## config.mk

```make
export PLATFORM = sky130hd
export DESIGN_NAME = frame_time_clamp_smoother
export DESIGN_NICKNAME = d
export VERILOG_FILES = /design/src/hdl/ftcs_pkg.sv /design/src/hdl/ftcs_ctrl.sv /design/src/hdl/ftcs_dp.sv /design/src/hdl/frame_time_clamp_smoother.sv
export SDC_FILE = /design/constraint.sdc
export NUM_CORES = 1
export LEC_CHECK = 0
export BUFFER_PORTS_ARGS = -buffer_cell sky130_fd_sc_hd__buf_2
export CAP_MARGIN = 20
export CORE_AREA = 2 2 256 321
export CTS_BUF_LIST = sky130_fd_sc_hd__clkbuf_4 sky130_fd_sc_hd__clkbuf_8 sky130_fd_sc_hd__clkbuf_16
export DETAILED_ROUTE_END_ITERATION = 8
export DIE_AREA = 0 0 258 323
export PLACE_DENSITY = 0.55
export SLEW_MARGIN = 15
export SYNTH_ARGS = -nofsm -noshare
export SYNTH_HDL_FRONTEND = slang
export SYNTH_SLANG_ARGS = --single-unit
```

## constraint.sdc

```tcl
create_clock -name clk -period 6 [get_ports clk]
set_input_delay 1.2 -clock clk [delete_from_list [all_inputs] [get_ports clk]]
set_output_delay 1.2 -clock clk [all_outputs]
set_load 0.02 [all_outputs]
```

## src/hdl/ftcs_pkg.sv

```systemverilog
// shared types, constants and codes for the frame time clamp smoother
`default_nettype none

package ftcs_pkg;

  localparam int FTCS_WINDOW = 3;

  localparam int MIN_US_W = 20;
  localparam int MAX_MS_W = 16;
  localparam int TS_W     = 32;
  localparam int KIND_W   = 2;
  localparam int SMOOTH_W = 16;
  localparam int WAIT_W   = 10;
  localparam int CFG_IDX_W = 1;

  localparam logic [CFG_IDX_W-1:0] CFG_MIN_FRAME_US = 1'd0;
  localparam logic [CFG_IDX_W-1:0] CFG_MAX_FRAME_MS = 1'd1;

  localparam logic [MIN_US_W-1:0] MIN_FRAME_US_RST = 20'd16667;
  localparam logic [MAX_MS_W-1:0] MAX_FRAME_MS_RST = 16'd100;

  localparam logic [KIND_W-1:0] KIND_START = 2'd0;
  localparam logic [KIND_W-1:0] KIND_FRAME = 2'd1;
  localparam logic [KIND_W-1:0] KIND_WAIT  = 2'd2;

  localparam logic [TS_W-1:0] START_OFFSET_MS = 32'd50;

  // short frame test works on the low bits of the raw time
  localparam int RAW_LO_W = 11;
  localparam int RAW_US_W = 21;
  localparam logic [9:0] US_PER_MS = 10'd1000;

  // min_us / 1000 as multiply by ceil(2^30 / 1000)
  localparam int RECIP_W     = 21;
  localparam int RECIP_SHIFT = 30;
  localparam logic [RECIP_W-1:0] RECIP_1000 = 21'd1073742;

  localparam logic [WAIT_W-1:0] WAIT_MAX = 10'd1023;

  // quotient bits resolved per divider cycle
  localparam int DIV_STEPS = 4;

  typedef enum logic [2:0] {
    ST_IDLE,
    ST_RAW,
    ST_CHECK,
    ST_PUSH,
    ST_LOAD,
    ST_DIV,
    ST_OUT
  } state_t;

  typedef struct packed {
    logic latch_in;
    logic calc_raw;
    logic check;
    logic push;
    logic div_load;
    logic div_step;
    logic out_load;
  } cmd_t;

  typedef struct packed {
    logic is_start;
    logic take_wait;
    logic div_done;
  } status_t;

endpackage

`default_nettype wire

```

## src/hdl/ftcs_ctrl.sv

```systemverilog
// sequencer for one transaction through the smoother datapath
`default_nettype none

module ftcs_ctrl (
  input  wire logic             clk,
  input  wire logic             rst_n,
  input  wire logic             in_valid,
  output logic                  in_stall,
  output logic                  out_valid,
  input  wire logic             out_stall,
  output ftcs_pkg::cmd_t        cmd,
  input  wire ftcs_pkg::status_t sts
);
  import ftcs_pkg::*;

  state_t state_r, state_nxt;
  logic   out_valid_r, out_valid_nxt;

  always_ff @(posedge clk) begin
    if (!rst_n) begin
      state_r     <= ST_IDLE;
      out_valid_r <= 1'b0;
    end else begin
      state_r     <= state_nxt;
      out_valid_r <= out_valid_nxt;
    end
  end

  always_comb begin
    state_nxt = state_r;
    cmd       = '0;
    case (state_r)
      ST_IDLE: begin
        if (in_valid) begin
          cmd.latch_in = 1'b1;
          state_nxt    = ST_RAW;
        end
      end
      ST_RAW: begin
        cmd.calc_raw = 1'b1;
        state_nxt    = ST_CHECK;
      end
      ST_CHECK: begin
        cmd.check = 1'b1;
        if (sts.is_start || sts.take_wait) state_nxt = ST_OUT;
        else state_nxt = ST_PUSH;
      end
      ST_PUSH: begin
        cmd.push  = 1'b1;
        state_nxt = ST_LOAD;
      end
      ST_LOAD: begin
        cmd.div_load = 1'b1;
        state_nxt    = ST_DIV;
      end
      ST_DIV: begin
        cmd.div_step = 1'b1;
        if (sts.div_done) state_nxt = ST_OUT;
      end
      ST_OUT: begin
        if (!out_valid_r || !out_stall) begin
          cmd.out_load = 1'b1;
          state_nxt    = ST_IDLE;
        end
      end
      default: state_nxt = ST_IDLE;
    endcase
  end

  always_comb begin
    out_valid_nxt = out_valid_r;
    if (out_valid_r && !out_stall) out_valid_nxt = 1'b0;
    if (cmd.out_load) out_valid_nxt = 1'b1;
  end

  assign in_stall  = !rst_n || (state_r != ST_IDLE);
  assign out_valid = out_valid_r;

endmodule

`default_nettype wire

```

## src/hdl/ftcs_dp.sv

```systemverilog
// datapath: config registers, frame time, window sum, divider, output register
`default_nettype none

module ftcs_dp #(
  parameter int WINDOW = ftcs_pkg::FTCS_WINDOW
) (
  input  wire logic                          clk,
  input  wire logic                          rst_n,
  input  wire logic                          cfg_we,
  input  wire logic [ftcs_pkg::CFG_IDX_W-1:0] cfg_index,
  input  wire logic [ftcs_pkg::MIN_US_W-1:0]  cfg_data,
  input  wire logic                          in_action,
  input  wire logic [ftcs_pkg::TS_W-1:0]      in_timestamp_ms,
  output logic [ftcs_pkg::KIND_W-1:0]         out_result_kind,
  output logic [ftcs_pkg::SMOOTH_W-1:0]       out_smoothed_ms,
  output logic [ftcs_pkg::WAIT_W-1:0]         out_wait_ms,
  output logic                               out_was_capped,
  input  wire ftcs_pkg::cmd_t                 cmd,
  output ftcs_pkg::status_t                   sts
);
  import ftcs_pkg::*;

  localparam int CNT_W = $clog2(WINDOW + 1);
  localparam int HW    = (WINDOW > 1) ? $clog2(WINDOW) : 1;
  localparam int SUM_W = SMOOTH_W + $clog2(WINDOW);
  localparam int NUM_W = SUM_W + 1;
  localparam int DVS_W = CNT_W + 1;
  localparam int REM_W = DVS_W + 1;
  localparam int ITERS = (NUM_W + DIV_STEPS - 1) / DIV_STEPS;
  localparam int DIV_W = ITERS * DIV_STEPS;
  localparam int ICW   = $clog2(ITERS + 1);
  localparam int PROD_W = MIN_US_W + RECIP_W;

  logic [MIN_US_W-1:0] min_us_r;
  logic [MAX_MS_W-1:0] max_ms_r;

  logic                action_r;
  logic [TS_W-1:0]     ts_r;
  logic [TS_W-1:0]     prev_r;
  logic                retry_r;
  logic [TS_W-1:0]     raw_r;
  logic [RAW_LO_W-1:0] q_r;

  logic [MAX_MS_W-1:0] cap_val_r;
  logic [KIND_W-1:0]   res_kind_r;
  logic [WAIT_W-1:0]   res_wait_r;
  logic                res_capped_r;

  logic [SMOOTH_W-1:0] hist_r [WINDOW];
  logic [SUM_W-1:0]    sum_r;
  logic [CNT_W-1:0]    cnt_r;
  logic [HW-1:0]       head_r;

  logic [DIV_W-1:0]    num_r, num_nxt;
  logic [DIV_W-1:0]    quo_r, quo_nxt;
  logic [REM_W-1:0]    rem_r, rem_nxt;
  logic [DVS_W-1:0]    dvs_r;
  logic [ICW-1:0]      it_r;

  logic [PROD_W-1:0]   q_prod;
  logic [TS_W-1:0]     raw_nxt;
  logic                raw_hi_zero;
  logic [RAW_US_W-1:0] raw_us;
  logic                short_frame;
  logic [RAW_LO_W-1:0] wait_full;
  logic [WAIT_W-1:0]   wait_sat;
  logic                over_cap;
  logic                full;
  logic [SUM_W-1:0]    evict;
  logic [NUM_W-1:0]    num_ld;

  // config registers
  always_ff @(posedge clk) begin
    if (!rst_n) begin
      min_us_r <= MIN_FRAME_US_RST;
      max_ms_r <= MAX_FRAME_MS_RST;
    end else if (cfg_we) begin
      case (cfg_index)
        CFG_MIN_FRAME_US: min_us_r <= cfg_data;
        CFG_MAX_FRAME_MS: max_ms_r <= cfg_data[MAX_MS_W-1:0];
        default: ;
      endcase
    end
  end

  assign q_prod  = PROD_W'(min_us_r) * PROD_W'(RECIP_1000);
  assign raw_nxt = (ts_r < prev_r) ? TS_W'(1) : ts_r - prev_r;

  assign raw_hi_zero = (raw_r[TS_W-1:RAW_LO_W] == '0);
  assign raw_us      = RAW_US_W'(raw_r[RAW_LO_W-1:0]) * RAW_US_W'(US_PER_MS);
  assign short_frame = raw_hi_zero && (raw_us < RAW_US_W'(min_us_r));
  assign wait_full   = q_r - raw_r[RAW_LO_W-1:0];
  assign wait_sat    = wait_full[RAW_LO_W-1] ? WAIT_MAX : wait_full[WAIT_W-1:0];
  assign over_cap    = raw_r > TS_W'(max_ms_r);

  assign sts.is_start  = !action_r;
  assign sts.take_wait = !retry_r && short_frame;
  assign sts.div_done  = (it_r == ICW'(ITERS - 1));

  always_ff @(posedge clk) begin
    if (cmd.latch_in) begin
      action_r <= in_action;
      ts_r     <= in_timestamp_ms;
    end
    if (cmd.calc_raw) begin
      raw_r <= raw_nxt;
      q_r   <= q_prod[RECIP_SHIFT +: RAW_LO_W];
    end
  end

  // decision on the frame, reference time and retry flag
  always_ff @(posedge clk) begin
    if (!rst_n) begin
      prev_r  <= '0;
      retry_r <= 1'b0;
    end else if (cmd.check) begin
      if (!action_r) begin
        prev_r  <= ts_r - START_OFFSET_MS;
        retry_r <= 1'b0;
      end else if (!retry_r && short_frame) begin
        retry_r <= 1'b1;
      end else begin
        prev_r  <= ts_r;
        retry_r <= 1'b0;
      end
    end
  end

  always_ff @(posedge clk) begin
    if (cmd.check) begin
      res_wait_r   <= '0;
      res_capped_r <= 1'b0;
      cap_val_r    <= over_cap ? max_ms_r : raw_r[MAX_MS_W-1:0];
      if (!action_r) begin
        res_kind_r <= KIND_START;
      end else if (!retry_r && short_frame) begin
        res_kind_r <= KIND_WAIT;
        res_wait_r <= wait_sat;
      end else begin
        res_kind_r   <= KIND_FRAME;
        res_capped_r <= over_cap;
      end
    end
  end

  // window with running sum
  assign full  = (cnt_r == CNT_W'(WINDOW));
  assign evict = full ? SUM_W'(hist_r[head_r]) : '0;

  always_ff @(posedge clk) begin
    if (cmd.push) hist_r[head_r] <= cap_val_r;
  end

  always_ff @(posedge clk) begin
    if (!rst_n) begin
      sum_r  <= '0;
      cnt_r  <= '0;
      head_r <= '0;
    end else if (cmd.push) begin
      sum_r  <= sum_r + SUM_W'(cap_val_r) - evict;
      head_r <= (head_r == HW'(WINDOW - 1)) ? '0 : head_r + HW'(1);
      if (!full) cnt_r <= cnt_r + CNT_W'(1);
    end
  end

  // rounded mean: (2*sum + count) / (2*count), restoring division
  assign num_ld = {sum_r, 1'b0} + NUM_W'(cnt_r);

  always_comb begin
    logic [REM_W-1:0] rem_sh;
    num_nxt = num_r;
    quo_nxt = quo_r;
    rem_nxt = rem_r;
    for (int k = 0; k < DIV_STEPS; k++) begin
      rem_sh  = {rem_nxt[REM_W-2:0], num_nxt[DIV_W-1]};
      num_nxt = {num_nxt[DIV_W-2:0], 1'b0};
      if (rem_sh >= REM_W'(dvs_r)) begin
        rem_nxt = rem_sh - REM_W'(dvs_r);
        quo_nxt = {quo_nxt[DIV_W-2:0], 1'b1};
      end else begin
        rem_nxt = rem_sh;
        quo_nxt = {quo_nxt[DIV_W-2:0], 1'b0};
      end
    end
  end

  always_ff @(posedge clk) begin
    if (cmd.div_load) begin
      num_r <= DIV_W'(num_ld);
      quo_r <= '0;
      rem_r <= '0;
      dvs_r <= {cnt_r, 1'b0};
      it_r  <= '0;
    end else if (cmd.div_step) begin
      num_r <= num_nxt;
      quo_r <= quo_nxt;
      rem_r <= rem_nxt;
      it_r  <= it_r + ICW'(1);
    end
  end

  // output register
  always_ff @(posedge clk) begin
    if (cmd.out_load) begin
      out_result_kind <= res_kind_r;
      out_smoothed_ms <= (res_kind_r == KIND_FRAME) ? quo_r[SMOOTH_W-1:0] : '0;
      out_wait_ms     <= res_wait_r;
      out_was_capped  <= res_capped_r;
    end
  end

endmodule

`default_nettype wire

```

## src/hdl/frame_time_clamp_smoother.sv

```systemverilog
// top level of the frame time clamp smoother
//
//  channel | direction | handshake          | payload
//  in_     | input     | in_valid/in_stall  | action, timestamp_ms
//  out_    | output    | out_valid/out_stall| result_kind, smoothed_ms, wait_ms, was_capped
//  cfg_    | input     | cfg_valid/cfg_ready| cfg_index, cfg_data
//
// one transaction at a time; a start or wait item goes from accept through the
// raw and check steps to the output load, a frame item through raw, check, push,
// load and the divider, which resolves 4 quotient bits a cycle; the next input is
// accepted in the cycle after the output load
// synchronous active-low reset clears reference time, retry flag, window count,
// sum and head; config takes reset values; in_stall high and cfg_ready low in reset
// the next input is taken while a result waits under out_stall; the block holds
// its last step until the output register is free
`default_nettype none

module frame_time_clamp_smoother #(
  parameter int WINDOW = ftcs_pkg::FTCS_WINDOW
) (
  input  wire logic                           clk,
  input  wire logic                           rst_n,
  input  wire logic                           in_valid,
  output logic                                in_stall,
  input  wire logic                           in_action,
  input  wire logic [ftcs_pkg::TS_W-1:0]       in_timestamp_ms,
  output logic                                out_valid,
  input  wire logic                           out_stall,
  output logic [ftcs_pkg::KIND_W-1:0]          out_result_kind,
  output logic [ftcs_pkg::SMOOTH_W-1:0]        out_smoothed_ms,
  output logic [ftcs_pkg::WAIT_W-1:0]          out_wait_ms,
  output logic                                out_was_capped,
  input  wire logic                           cfg_valid,
  output logic                                cfg_ready,
  input  wire logic [ftcs_pkg::CFG_IDX_W-1:0]  cfg_index,
  input  wire logic [ftcs_pkg::MIN_US_W-1:0]   cfg_data
);
  import ftcs_pkg::*;

  cmd_t    cmd;
  status_t sts;

  assign cfg_ready = rst_n;

  ftcs_ctrl u_ctrl (
    .clk       (clk),
    .rst_n     (rst_n),
    .in_valid  (in_valid),
    .in_stall  (in_stall),
    .out_valid (out_valid),
    .out_stall (out_stall),
    .cmd       (cmd),
    .sts       (sts)
  );

  ftcs_dp #(
    .WINDOW (WINDOW)
  ) u_dp (
    .clk             (clk),
    .rst_n           (rst_n),
    .cfg_we          (cfg_valid && cfg_ready),
    .cfg_index       (cfg_index),
    .cfg_data        (cfg_data),
    .in_action       (in_action),
    .in_timestamp_ms (in_timestamp_ms),
    .out_result_kind (out_result_kind),
    .out_smoothed_ms (out_smoothed_ms),
    .out_wait_ms     (out_wait_ms),
    .out_was_capped  (out_was_capped),
    .cmd             (cmd),
    .sts             (sts)
  );

endmodule

`default_nettype wire
```

# After elaboration in Yosys (flattened, before gate mapping)
# Memory sizes are Yosys's and may differ from the RTL's. A register that Yosys moved wholly into a read port is not among the register bits.
# Cells that the tools add are included.
# totals
memories	1
ramBits	48
register_bits	273
inputBits	59
# mem_list
memory	words	word_bits	rd	rd_ports_with_merged_regs	write_ports	line_no	text
u_dp.hist_r	3	16	1	1	1	ftcs_dp.sv:49	logic [SMOOTH_W-1:0] hist_r [WINDOW];
# op_classes
reduce_logical	24
n_bitwise	3
magnitude_cmp	7
add_sub_neg	13
eq_ne	14
mux	39
multipliers	2
# ops
operator	n
two-way mux 32 bit	2
multiplier 20 x 20 -> 40 bit (second input constant)	1
two-way mux 19 bit	2
greater-than comparator 32 x 16 -> 1 bit	1
less-than comparator 32 bit	1
two-way mux 16 bit	2
subtractor 32 bit	1
subtractor 32 x 6 -> 32 bit (second input constant)	1
two-way mux 3 bit	8
zero test 21 bit	1
less-than comparator 21 x 20 -> 1 bit	1
one-hot mux 3 bit (7 select lines)	1
adder 19 x 2 -> 19 bit	1
two-way mux 1 bit	19
adder 18 x 16 -> 18 bit	1
multiplier 11 x 7 -> 18 bit (second input constant)	1
subtractor 18 bit	1
>= comparator 4 x 3 -> 1 bit	4
== test 3 bit (second input constant)	4
subtractor 3 bit	4
subtractor 11 bit	1
two-way mux 10 bit	1
AND reduction 2 bit	5
two-way mux 2 bit	4
other kinds (17)	34

# Depth between registers and ports, before layout
# logic_depth
ltp_word	8
depth_mapped	27
ltp_nobuf	25

# Cells and area by module
# From an unflattened synthesis, not the netlist that was laid out.
# hier_totals
cells_unflattened	2343
hier_area_um2	23840.4
# modules_own_cells
module	instances	cells_per_inst	area_each_um2
ftcs_dp	1	2303	23526.3
ftcs_ctrl	1	38	300.3
frame_time_clamp_smoother	1	2	13.8

# Worst setup path after synthesis
# Ideal clock, no wire load.
# synth_timing
kind	register -> register
start	reg u_dp.raw_r[0]
end	reg u_dp.prev_r[10]
setup_time_ns	0.072
path_buffers	2
arrival_ns	6.341
synth_period_minus_slack_ns	6.413
path_stages_with_launch	26
required_ns	5.928
slack_ns	-0.413
cell_sequence	edfxtp_1 fa_1 fa_1 inv_1 fa_1 fa_1 inv_1 ha_1 o21ai_2 a21boi_1 o31a_1 o41a_1 o21ai_0 nand2b_1 a21oi_1 xnor2_1 ha_1 and4_1 a2111oi_0 nor2b_1 a32o_1 buf_2 nand2_2 o21ai_4 buf_6 mux2i_1
# synth_via
elab_chain_cells	6
# synth_rtl
element	line_no	text
from (decl)	ftcs_dp.sv:41	logic [TS_W-1:0] raw_r;
from (signal assigned)	ftcs_dp.sv:106	raw_r <= raw_nxt;
multiplier 11 x 7 -> 18 bit	ftcs_dp.sv:90	assign raw_us = RAW_US_W'(raw_r[RAW_LO_W-1:0]) * RAW_US_W'(US_PER_MS);
less-than comparator 21 x 20 -> 1 bit	ftcs_dp.sv:91	assign short_frame = raw_hi_zero && (raw_us < RAW_US_W'(min_us_r));
logical AND 1 bit	ftcs_dp.sv:91	
logical AND 1 bit	ftcs_dp.sv:120	end else if (!retry_r && short_frame) begin
inequality test 2 bit (no line)	n/a	
AND reduction 2 bit (no line)	n/a	
to (signal assigned)	ftcs_dp.sv:118	prev_r <= ts_r - START_OFFSET_MS;
to (signal assigned)	ftcs_dp.sv:123	prev_r <= ts_r;
to (decl)	ftcs_dp.sv:39	logic [TS_W-1:0] prev_r;
# No other way between the ends.
# A chain may end at the register's enable or synchronous reset.

# Final worst setup path
# layout_timing
start	reg u_dp.raw_r[1]
end	reg u_dp.prev_r[19]
# The elaborated chain is that of the path after synthesis.

==> flow_summary_export.csv <==
group,metric,value,unit
status,status,"finished with violations",
status,violations,"negative setup slack",
synthesis,synth_top_area_frac,0.255,
flow_run,max_cap_viol_count,0,
worst_setup_path,end_kind,"register",
synthesis,syn-num-nets,2876,
worst_setup_path,cp-start-kind,"register",
synthesis,ys_warn_count,0,
clock_network,cts_sinks,323,
timing,fin_crit,6280,ps
die,dieWidth,258,um
timing,slew_headroom,0.228,
drt,drt_pass1_iterations,4,
synthesis,synth_area,0.0239,mm2
synthesis,synth_most_common_cell,"inv_1",
clock_network,cts_buffer_depth,3,
clock_network,worstSkewPairLatency,560,ps
drt,wire_per_inst,16.0,um
timing,fin_skew,26.4,ps
clock_network,cts_root_buf,"clkbuf_16",
drt,wl,58.7,mm
drt,remaining_drc_errors,0,
drt,ant_nets,0,
final_layout,drive_above_1_share,0.143,
synthesis,synth_edf_count,203,
synthesis,synth.top_cells.by_count,"inv_1 (385), ha_1 (319), edfxtp_1 (203)",
die,die_h,323,um
timing,drv_slew,0,
power,p_per_area,407,mW/mm2
global_routing,antenna_found_initial,3,
die,std_cell_rows,117,
global_routing,grt_first_pass_wirelength,93.5,mm
synthesis,synth_seq_area_share,0.355,
worst_setup_path,path_max_fanout,5,
clock_network,h-tree-depth,2,
placed_design,place_congestion,0.841,
timing,fmax,0.159,GHz
die,fp.coreArea,0.0807,mm2
synthesis,yosysUniqueCellTypes,90,
power,irDropWorstVdd,469,uV
die,die_area,0.0833,mm2
power,power,11.5,mW
synthesis,async_reset_ff_frac,0,
synthesis,synth_ff_type,"edfxtp_1",
drt,vias,16700,
clock_network,cts_buffers,39,
clock_network,path_clk_slew,60,ps
power,power.leakage,12.4,nW
timing,rsz0062_at_grt,"true",
synthesis,syn_inst,2361,
global_routing,grt_util_all_layers,0.143,
drt,drt_iter0_markers,657,
timing,timing.final.ws_setup,-284,ps
timing,min_period_over_period,1.05,
worst_setup_path,crit_arrival,6770,ps
final_layout,nNetsFinal,3073,
placed_design,io_buffers,90,
global_routing,grt_pass1_vias,16900,
worst_hold_path,hp-class,"register to register",
timing,hold_viol,0,
synthesis,synth_area_per_cell,10.1,um2
drt,vias_per_cell,4.57,
timing,fin_hold_ws,423,ps
placed_design,hpwl,47.3,mm
timing,setup-violations-final,48,
synthesis,synth.top_cells.by_area,"edfxtp_1 (25%), ha_1 (17%), fa_1 (11%)",
global_routing,overflow,0,
die,pin_count,91,
synthesis,synth.largest_area_cell,"edfxtp_1",
clock_network,cts_tree,"yes",
final_layout,area_growth,17.6,%
worst_setup_path,crit_type,"register to register",
global_routing,grt_max_degree,55,
worst_setup_path,crit_required,6490,ps
die,start_util,0.297,
timing,worst_pin_slew,1150,ps
synthesis,ys_seq_elements,323,
==> state kept, by name, summed over array words and instances (netlist names), 11 cells and up, named ones only <==
| signal | flops |
|---|---|
| u_dp.q_r | 11 |
| u_dp.prev_r | 32 |
| u_dp.cap_val_r | 16 |
| u_dp.hist_r | 48 |
| u_dp.raw_r | 32 |
| u_dp.quo_r | 16 |
| u_dp.sum_r | 18 |
| u_dp.ts_r | 32 |
| u_dp.max_ms_r | 16 |
| u_dp.num_r | 20 |
| u_dp.out_smoothed_ms | 16 |
| u_dp.min_us_r | 20 |
==> report_power, final <==
group	total (mW)	switching (mW)	leakage, nW	internal [mW]
Combinational	6.26	3.30	8.91	2.96
Clock	2.45	0.968	0.665	1.48
Sequential	2.74	0.157	2.84	2.59
Total	11.5	4.43	12.4	7.03
==> stage by stage <==
stage | setup WS, ps | utilization | instance area, um2 | instances | TNS (ps)
floorplan | -55.5 | - | 24000 | 2361 | -1110
global placement | -248 | 0.328 | 26400 | 3572 | -8160
detailed placement | -318 | 0.328 | 26400 | 3573 | -11070
CTS | -306 | 0.347 | 28000 | 3652 | -10520
global route | -571 | 0.349 | 28100 | 3660 | -23030
finish | -284 | 0.349 | 28100 | 3661 | -9430
==> critical path, stage by stage (launching register included) <==
cell	delay [ps]
edfxtp_1	480
buf_6	170
inv_4	50
fa_1	420
fa_1	510
fa_1	430
fa_1	510
inv_2	50
ha_4	210
a21boi_4	130
o31a_1	320
o41a_1	400
o21ai_1	150
nand2b_1	80
a21oi_2	130
xnor2_1	90
ha_1	310
and4_4	170
a2111oi_4	300
nor2b_2	200
a32o_2	200
buf_12	120
nand2_8	50
o21ai_4	240
buf_4	170
clkbuf_16	140
mux2i_1	180
==> final timing paths <==
| kind | start | end | slack [ps] | cells after the start |
|---|---|---|---|---|
| min | u_dp.res_wait_r[9] | u_dp.out_wait_ms[9] | 420 | 0 |
| max | u_dp.raw_r[1] | u_dp.prev_r[19] | -280 | 26 |
| max reg2reg | u_dp.raw_r[1] | u_dp.prev_r[19] | -280 | 26 |
| min reg2reg | u_dp.res_wait_r[9] | u_dp.out_wait_ms[9] | 420 | 0 |
==> repair_timing <==
item                                    4_1_cts  5_1_grt
hold buffers                                  0        0
endpoints found under the setup margin       51       58
pin swaps                                     6        8
endpoints found under the hold margin         0        0
resized for setup                            23       23
gates cloned                                  2        1
setup buffers                                 6        4
==> layout by cell type, fill, tap and decap left out, types with 40 or more instances in the layout <==
| master | n |
|---|---|
| inv_1 | 378 |
| ha_1 | 315 |
| edfxtp_1 | 203 |
| nand2_1 | 188 |
| fa_1 | 137 |
| dfxtp_1 | 118 |
| nor2_1 | 117 |
| buf_4 | 110 |
| a21oi_1 | 108 |
| buf_2 | 90 |
| o21ai_0 | 70 |
| xnor2_1 | 69 |
| mux2i_1 | 56 |
| nand3_1 | 49 |
| o31ai_1 | 40 |
| clkbuf_16 | 40 |
==> layer usage <==
metal	vias to the layer above	share of wire	GRT usage
li1	8482	-	-
met1	7968	0.45	0.180
met3	68	0.031	0.0220
met4	4	0.017	0.0290
met2	197	0.50	0.256
met5	-	0.00043	0
==> logic make-up after synthesis <==
family          share of synthesized area
mux                                0.0267
simple gates                        0.117
xor+xnor                           0.0392
compound gates                      0.109
buf+inv                            0.0721
flops                               0.355
fa+ha+maj                           0.281
==> area by class of cell <==
cell class                 instances  area, um2
sequential                       323       8500
multi-input combinational       1590      13900
inverter                         386       1450
clock buffer                      49       1070
tap                             1071       1340
timing repair buffer             218       1570
clock inverter                    22        259
antenna                            2       5.00
fill                            8153      52500
Power figures use the tool's default switching activity.
